<file path="src/sv/adsr_pkg.sv">
// adsr_pkg: constants, payload types and register codes for the adsr gain envelope
// used by every module of the block; depends on nothing
`timescale 1ns / 1ps

package adsr_pkg;

	localparam int MAX_LEN     = 1048576;
	localparam int SAMPLE_BITS = 24;

	localparam int LEN_W     = $clog2(MAX_LEN) + 1;
	localparam int IDX_W     = LEN_W;
	localparam int GAIN_W    = 24;
	localparam int GAIN_FRAC = 23;
	localparam int SAMPLE_W  = SAMPLE_BITS;
	localparam int PHASE_W   = 3;
	localparam int CFG_IDX_W = 3;
	localparam int CFG_W     = GAIN_W;

	localparam logic [GAIN_W-1:0] UNITY_GAIN = GAIN_W'(1) << GAIN_FRAC;
	localparam logic [IDX_W-1:0]  INDEX_MAX  = '1;

	localparam logic [PHASE_W-1:0] PH_ATTACK  = 3'd0;
	localparam logic [PHASE_W-1:0] PH_DECAY   = 3'd1;
	localparam logic [PHASE_W-1:0] PH_SUSTAIN = 3'd2;
	localparam logic [PHASE_W-1:0] PH_RELEASE = 3'd3;
	localparam logic [PHASE_W-1:0] PH_PAST    = 3'd4;

	localparam logic [CFG_IDX_W-1:0] REG_SAMPLE_COUNT  = 3'd0;
	localparam logic [CFG_IDX_W-1:0] REG_ATTACK_LEN    = 3'd1;
	localparam logic [CFG_IDX_W-1:0] REG_DECAY_LEN     = 3'd2;
	localparam logic [CFG_IDX_W-1:0] REG_RELEASE_LEN   = 3'd3;
	localparam logic [CFG_IDX_W-1:0] REG_SUSTAIN_LEVEL = 3'd4;
	localparam logic [CFG_IDX_W-1:0] REG_ATTACK_STEP   = 3'd5;
	localparam logic [CFG_IDX_W-1:0] REG_DECAY_STEP    = 3'd6;
	localparam logic [CFG_IDX_W-1:0] REG_RELEASE_STEP  = 3'd7;

	typedef struct packed {
		logic signed [SAMPLE_W-1:0] sample_in;
		logic                       restart;
	} in_t;

	typedef struct packed {
		logic signed [SAMPLE_W-1:0] sample_out;
		logic [PHASE_W-1:0]         phase;
		logic                       pass_end;
	} out_t;

	typedef struct packed {
		logic [LEN_W-1:0]  sample_count;
		logic [LEN_W-1:0]  attack_len;
		logic [LEN_W-1:0]  decay_len;
		logic [LEN_W-1:0]  release_len;
		logic [GAIN_W-1:0] sustain_level;
		logic [GAIN_W-1:0] attack_step;
		logic [GAIN_W-1:0] decay_step;
		logic [GAIN_W-1:0] release_step;
	} cfg_t;

	typedef struct packed {
		logic [GAIN_W-1:0]  gain;
		logic [PHASE_W-1:0] phase;
		logic               pass_end;
		logic [IDX_W-1:0]   next_idx;
	} env_t;

endpackage

</file>
<file path="src/sv/adsr_env_step.sv">
// adsr_env_step: phase selection and gain update for one sample
// depends on adsr_pkg
`timescale 1ns / 1ps

module adsr_env_step (
	input  adsr_pkg::cfg_t                    cfg,
	input  logic [adsr_pkg::IDX_W-1:0]        idx_cur,
	input  logic [adsr_pkg::GAIN_W-1:0]       gain_cur,
	input  logic                              restart,
	output adsr_pkg::env_t                    env
);
	import adsr_pkg::*;

	logic [IDX_W-1:0]  idx;
	logic [LEN_W-1:0]  rel_start;
	logic [LEN_W:0]    ad_end;
	logic [GAIN_W:0]   att_sum;
	logic [GAIN_W-1:0] rel_base;
	logic [GAIN_W-1:0] att_gain;
	logic [GAIN_W-1:0] dec_gain;
	logic [GAIN_W-1:0] rel_gain;

	always_comb begin
		idx       = restart ? '0 : idx_cur;
		rel_start = (cfg.sample_count > cfg.release_len) ?
			cfg.sample_count - cfg.release_len : '0;
		ad_end    = {1'b0, cfg.attack_len} + {1'b0, cfg.decay_len};
		att_sum   = {1'b0, gain_cur} + {1'b0, cfg.attack_step};
		att_gain  = (att_sum > {1'b0, UNITY_GAIN}) ? UNITY_GAIN : att_sum[GAIN_W-1:0];
		dec_gain  = (gain_cur > cfg.decay_step) ? gain_cur - cfg.decay_step : '0;
		rel_base  = (idx == rel_start) ? cfg.sustain_level : gain_cur;
		rel_gain  = (rel_base > cfg.release_step) ? rel_base - cfg.release_step : '0;

		priority if (idx >= cfg.sample_count) begin
			env.phase = PH_PAST;
			env.gain  = '0;
		end else if (idx >= rel_start) begin
			env.phase = PH_RELEASE;
			env.gain  = rel_gain;
		end else if (idx < cfg.attack_len) begin
			env.phase = PH_ATTACK;
			env.gain  = (idx == '0) ? '0 : att_gain;
		end else if ({1'b0, idx} < ad_end) begin
			env.phase = PH_DECAY;
			env.gain  = (idx == cfg.attack_len) ? UNITY_GAIN : dec_gain;
		end else begin
			env.phase = PH_SUSTAIN;
			env.gain  = cfg.sustain_level;
		end

		env.pass_end = (({1'b0, idx} + (LEN_W + 1)'(1)) == {1'b0, cfg.sample_count});
		env.next_idx = (idx != INDEX_MAX) ? idx + IDX_W'(1) : idx;
	end

endmodule

</file>
<file path="src/sv/adsr_scale.sv">
// adsr_scale: sample times gain, floor shift by the gain fraction, saturation
// and zero output past the end; depends on adsr_pkg
`timescale 1ns / 1ps

module adsr_scale (
	input  logic signed [adsr_pkg::SAMPLE_W-1:0] sample,
	input  logic [adsr_pkg::GAIN_W-1:0]          gain,
	input  logic                                 past_end,
	output logic signed [adsr_pkg::SAMPLE_W-1:0] scaled
);
	import adsr_pkg::*;

	localparam int PROD_W = SAMPLE_W + GAIN_W + 1;
	localparam int SH_W   = PROD_W - GAIN_FRAC;

	logic signed [PROD_W-1:0] prod;
	logic signed [SH_W-1:0]   shifted;
	logic                     in_range;

	always_comb begin
		prod     = PROD_W'(sample) * PROD_W'($signed({1'b0, gain}));
		shifted  = prod[PROD_W-1:GAIN_FRAC];
		in_range = (shifted[SH_W-1:SAMPLE_W-1] == '0) || (shifted[SH_W-1:SAMPLE_W-1] == '1);
		if (past_end) begin
			scaled = '0;
		end else if (in_range) begin
			scaled = shifted[SAMPLE_W-1:0];
		end else if (shifted[SH_W-1]) begin
			scaled = {1'b1, {(SAMPLE_W-1){1'b0}}};
		end else begin
			scaled = {1'b0, {(SAMPLE_W-1){1'b1}}};
		end
	end

endmodule

</file>
<file path="src/sv/adsr_gain_envelope.sv">
// adsr_gain_envelope: top level, configuration registers, envelope state and pipeline
// depends on adsr_pkg, adsr_env_step, adsr_scale
`timescale 1ns / 1ps

// usage
// - input channel in_valid / in_stall / in_data carries one sample word with a
//   restart flag; restart sends the pass back to index zero for that sample
// - output channel out_valid / out_stall / out_data returns one word per input
//   word, in order: scaled sample, phase code and end-of-pass flag
// - configuration channel cfg_valid / cfg_ready / cfg_index / cfg_data writes
//   one of eight registers; cfg_ready is always high; write only while idle
// - an accepted input word is registered in stage 1, then in the output word register
// - throughput is one word per cycle while the output is not stalled; the gain update
//   loops through the envelope state registers only, the multiply sits in the following stage
// - when the receiver stalls, the output word holds and the middle stage still
//   takes one more word if it is empty; in_stall rises once it holds a word
// - reset clears the sample index and gain, empties the pipeline and loads the
//   register defaults: lengths 1, sustain and attack step unity, other steps 0

module adsr_gain_envelope (
	input  logic                               clk,
	input  logic                               arst_n,
	input  logic                               in_valid,
	output logic                               in_stall,
	input  adsr_pkg::in_t                      in_data,
	output logic                               out_valid,
	input  logic                               out_stall,
	output adsr_pkg::out_t                     out_data,
	input  logic                               cfg_valid,
	output logic                               cfg_ready,
	input  logic [adsr_pkg::CFG_IDX_W-1:0]     cfg_index,
	input  logic [adsr_pkg::CFG_W-1:0]         cfg_data
);
	import adsr_pkg::*;

	cfg_t              cfg_q;
	logic [IDX_W-1:0]  idx_q;
	logic [GAIN_W-1:0] gain_q;

	logic                       valid_s1;
	logic signed [SAMPLE_W-1:0] sample_s1;
	logic [GAIN_W-1:0]          gain_s1;
	logic [PHASE_W-1:0]         phase_s1;
	logic                       pass_end_s1;

	logic                       out_valid_q;
	out_t                       out_q;

	env_t                       env;
	logic signed [SAMPLE_W-1:0] scaled;
	logic                       s2_free;
	logic                       s1_free;
	logic                       in_take;

	assign s2_free   = !out_valid_q || !out_stall;
	assign s1_free   = !valid_s1 || s2_free;
	assign in_stall  = !s1_free;
	assign in_take   = in_valid && s1_free;
	assign cfg_ready = 1'b1;
	assign out_valid = out_valid_q;
	assign out_data  = out_q;

	// register writes
	always_ff @(posedge clk or negedge arst_n) begin
		if (!arst_n) begin
			cfg_q.sample_count  <= LEN_W'(1);
			cfg_q.attack_len    <= LEN_W'(1);
			cfg_q.decay_len     <= LEN_W'(1);
			cfg_q.release_len   <= LEN_W'(1);
			cfg_q.sustain_level <= UNITY_GAIN;
			cfg_q.attack_step   <= UNITY_GAIN;
			cfg_q.decay_step    <= '0;
			cfg_q.release_step  <= '0;
		end else if (cfg_valid && cfg_ready) begin
			unique case (cfg_index)
				REG_SAMPLE_COUNT:  cfg_q.sample_count  <= cfg_data[LEN_W-1:0];
				REG_ATTACK_LEN:    cfg_q.attack_len    <= cfg_data[LEN_W-1:0];
				REG_DECAY_LEN:     cfg_q.decay_len     <= cfg_data[LEN_W-1:0];
				REG_RELEASE_LEN:   cfg_q.release_len   <= cfg_data[LEN_W-1:0];
				REG_SUSTAIN_LEVEL: cfg_q.sustain_level <= cfg_data[GAIN_W-1:0];
				REG_ATTACK_STEP:   cfg_q.attack_step   <= cfg_data[GAIN_W-1:0];
				REG_DECAY_STEP:    cfg_q.decay_step    <= cfg_data[GAIN_W-1:0];
				REG_RELEASE_STEP:  cfg_q.release_step  <= cfg_data[GAIN_W-1:0];
				default:           cfg_q               <= cfg_q;
			endcase
		end
	end

	adsr_env_step u_step (
		.cfg      (cfg_q),
		.idx_cur  (idx_q),
		.gain_cur (gain_q),
		.restart  (in_data.restart),
		.env      (env)
	);

	// envelope state
	always_ff @(posedge clk or negedge arst_n) begin
		if (!arst_n) begin
			idx_q  <= '0;
			gain_q <= '0;
		end else if (in_take) begin
			idx_q  <= env.next_idx;
			gain_q <= env.gain;
		end
	end

	// stage 1
	always_ff @(posedge clk or negedge arst_n) begin
		if (!arst_n) begin
			valid_s1 <= 1'b0;
		end else if (s1_free) begin
			valid_s1 <= in_valid;
		end
	end

	always_ff @(posedge clk) begin
		if (in_take) begin
			sample_s1   <= in_data.sample_in;
			gain_s1     <= env.gain;
			phase_s1    <= env.phase;
			pass_end_s1 <= env.pass_end;
		end
	end

	adsr_scale u_scale (
		.sample   (sample_s1),
		.gain     (gain_s1),
		.past_end (phase_s1 == PH_PAST),
		.scaled   (scaled)
	);

	// output word
	always_ff @(posedge clk or negedge arst_n) begin
		if (!arst_n) begin
			out_valid_q <= 1'b0;
		end else if (s2_free) begin
			out_valid_q <= valid_s1;
		end
	end

	always_ff @(posedge clk) begin
		if (s2_free && valid_s1) begin
			out_q.sample_out <= scaled;
			out_q.phase      <= phase_s1;
			out_q.pass_end   <= pass_end_s1;
		end
	end

endmodule
</file>
<file path="config.mk">
export PLATFORM = sky130hd
export DESIGN_NAME = adsr_gain_envelope
export DESIGN_NICKNAME = d
export VERILOG_FILES = /design/src/sv/adsr_pkg.sv /design/src/sv/adsr_env_step.sv /design/src/sv/adsr_scale.sv /design/src/sv/adsr_gain_envelope.sv
export SDC_FILE = /design/constraint.sdc
export NUM_CORES = 2
export LEC_CHECK = 0
export BUFFER_PORTS_ARGS = -buffer_cell sky130_fd_sc_hd__buf_2
export CELL_PAD_IN_SITES_DETAIL_PLACEMENT = 2
export CELL_PAD_IN_SITES_GLOBAL_PLACEMENT = 2
export CORE_UTILIZATION = 35
export DETAILED_ROUTE_END_ITERATION = 10
export PLACE_DENSITY = 0.79
export SLEW_MARGIN = 20
export SYNTH_ARGS = -nofsm -noshare
export SYNTH_HDL_FRONTEND = slang
export SYNTH_SLANG_ARGS = --single-unit
</file>
<file path="constraint.sdc">
create_clock -name clk -period 8.8 [get_ports clk]
set_input_delay 1.76 -clock clk [delete_from_list [all_inputs] [get_ports clk]]
set_output_delay 1.76 -clock clk [all_outputs]
set_load 0.01 [all_outputs]
</file>
==> qor.txt <==
status -> finished clean
Die Wd -> 340 µm
hold buffer count at CTS -> 0
Die H -> 340 µm
Worst setup SP type -> flop
critical path class -> flop to flop
FP Rows -> 123
Vias/cell -> 5.47
CP Max Fanout -> 23
routability congestion estimate -> 0.856
GR Overflow Total -> 0
worst reg2reg path depth -> 25
vias in the first global route -> 37300
placeable core region -> 0.113 mm²
Yosys top cell by area -> fa_1
measured slew at the worst slew-check pin -> 1.11 ns
critical path's largest stage delay -> 0.82 ns
total CTS buffers -> 42
Total Routing Usage GR -> 0.258
IO Pins -> 88
EDFF count, synth -> 80
most frequent cell after synthesis -> inv_1
CTS max path bufs -> 3
post-DP HPWL -> 119000 µm
CTS sink count -> 307
drt wl/cell -> 25.4 µm
top cell type's share of synthesized area -> 0.243
Antenna Nets Post-Route -> 0
share of cells above drive strength 1 -> 0.116
Max Cap Violations -> 0
WP data required -> 9.28 ns
Syn Area/Cell -> 9.29 µm²
post-synth cell types -> 89
Initial Utilization -> 0.355
CTS tree -> built
clock latency on the worst-skew pair -> 0.65 ns
Rel. slew slack -> 0.259
CTS root buffer -> clkbuf_16
FF/Latch Area -> 0.00809 mm²
Fin Setup TNS -> 0 ns
final hold vios -> 0
H-tree levels -> 2
area added between synthesis and finish -> 10.8%
largest net degree at the start of global routing -> 101
CP startpoint -> sample_s1[4]
RR Endpoint -> out_data[26]
first-pass GRT wire length -> 228000 µm
drt pass-1 iters -> 5
ys flop type -> dfrtp_1
die area -> 0.116 mm²
placed insts -> 5818
Commonest cells post-synth -> 686 x inv_1, 507 x nand2_1, 486 x fa_1
Worst R2R Start -> sample_s1[4]
synthesized instance count -> 4312
via count -> 32400
initial antenna violation count -> 4
Slew Limit Fails -> 0
final WL -> 151000 µm
CTS clk-pin slew, worst paths -> 0.06 ns
R2R setup slack -> 0.34 ns
Worst Setup EP -> out_data[26]
Starting DRT DRC Count -> 1764
crit path DAT -> 8.94 ns
CP Capture Type -> flop
Hold/Removal Path Class -> flop to flop
#FFs+latches synth -> 307
Syn Nets -> 5252
PortBufs -> 86
Clock Skew -> 0.0547 ns
ys async rst share -> 0.739
Post-Layout Cell Count -> 5924
Synth warnings -> 0
dominant cells by area after synthesis -> fa_1 24%, dfrtp_1 14%, ha_1 12%
# DRC -> 0
Most common cell on crit path -> fa_1
area occupied by multi-input gates -> 0.0288 mm²
Mapped Area -> 0.0401 mm²
RSZ-0062 raised after global routing -> false
filler cell count -> 12500
part of the Yosys area used for sequential elements -> 0.202
final period utilization -> 0.961
Final Setup Violations -> 0
Final nets -> 5329
Tmin final -> 8.46 ns
Max Clk Rate -> 118 MHz
slowest cell on the critical path -> edfxtp_1
-- worst min-delay path by stage --
stage / from / endpoint / slack [ns] / depth (start not counted)
floorplan: pass_end_s1 / out_data[0] / 0.40 / 0
global placement: phase_s1[2] / out_data[3] / 0.45 / 0
detailed placement: phase_s1[2] / out_data[3] / 0.45 / 0
CTS: phase_s1[2] / out_data[3] / 0.46 / 0
global route: phase_s1[0] / out_data[1] / 0.48 / 0
finish: phase_s1[2] / out_data[3] / 0.46 / 0
-- per-stage QoR --
step / hold WS, ns / util / area, µm² / setup slack, ns
3_3_place_gp: 0.447 / 0.376 / 42500 / 0.115
2_1_floorplan: 0.400 / - / 40100 / 1.54
3_5_place_dp: 0.449 / 0.376 / 42500 / -0.202
5_1_grt: 0.476 / 0.393 / 44400 / 0.0944
6_report: 0.456 / 0.393 / 44400 / 0.345
4_1_cts: 0.459 / 0.390 / 44100 / 0.0339
-- worst max-delay path, delay by kind of cell, from the launching register on --
kind                     cells  cell delay [ns]
buffers and inverters        6             0.45
AND/OR/NAND/NOR              4             0.94
XOR/XNOR                     1             0.21
AO/OA/AOI/OAI                6             1.88
flip-flops                   1             0.82
adder cells (fa/ha/maj)      8             3.98
-- kinds of logic after synthesis --
logic type,synth area share
fa+ha+maj,0.367
other cells,0.0000936
mux,0.0507
simple gates,0.161
buf+inv,0.0812
xor+xnor,0.0310
compound gates,0.107
flops,0.202
-- what timing repair did --
item	in CTS	in global routing
setup buffers	8	17
setup endpoints to repair	23	25
resized for setup	1	4
-- cells in the final DEF, fill, tap and decap left out, types with 11 or more instances in the layout --
master and count:
nand2b_1 35, and3_1 24, nand4_1 30, ha_1 397
a31oi_1 22, or3_1 19, xor2_1 44, o31ai_1 16
o21ai_0 160, buf_4 109, buf_2 85, nand3_1 66
nor2b_1 59, xnor2_1 98, nand2_1 507, fa_1 486
o21a_1 30, nor3_1 59, mux2_2 176, edfxtp_1 80
a21o_1 78, a211oi_1 41, a221oi_1 11, and2_1 265
a21oi_1 163, nor2_1 120, clkbuf_16 42, dfrtp_1 221
o211ai_1 17, nor4_1 17, o21bai_1 15, inv_1 685
-- layer usage --
metal | up-vias | wire length [µm] | track usage
met4 | 0 | 6040 | 0.104
met5 | - | 0 | 0
met2 | 724 | 76200 | 0.458
met3 | 253 | 5620 | 0.0263
li1 | 14300 | - | -
met1 | 17100 | 62800 | 0.320
-- registers in the layout, summed over array words and instances (netlist names), 3 cells and up --
register,flops
cfg_q,180
gain_q,24
gain_s1,24
idx_q,21
out_data,28
phase_s1,3
sample_s1,24
-- cell type report --
cell class,count,area share
Antenna cell,1,0.0000564
Clock buffer,57,0.0261
Sequential cell,307,0.182
Inverter,686,0.0581
Tap cell,1500,0.0423
Clock inverter,21,0.00812
Multi-Input combinational cell,3143,0.649
Timing Repair Buffer,209,0.0341
Power is not shown: default switching activity piles up to over one toggle a cycle in this logic, so the estimate is an artifact.
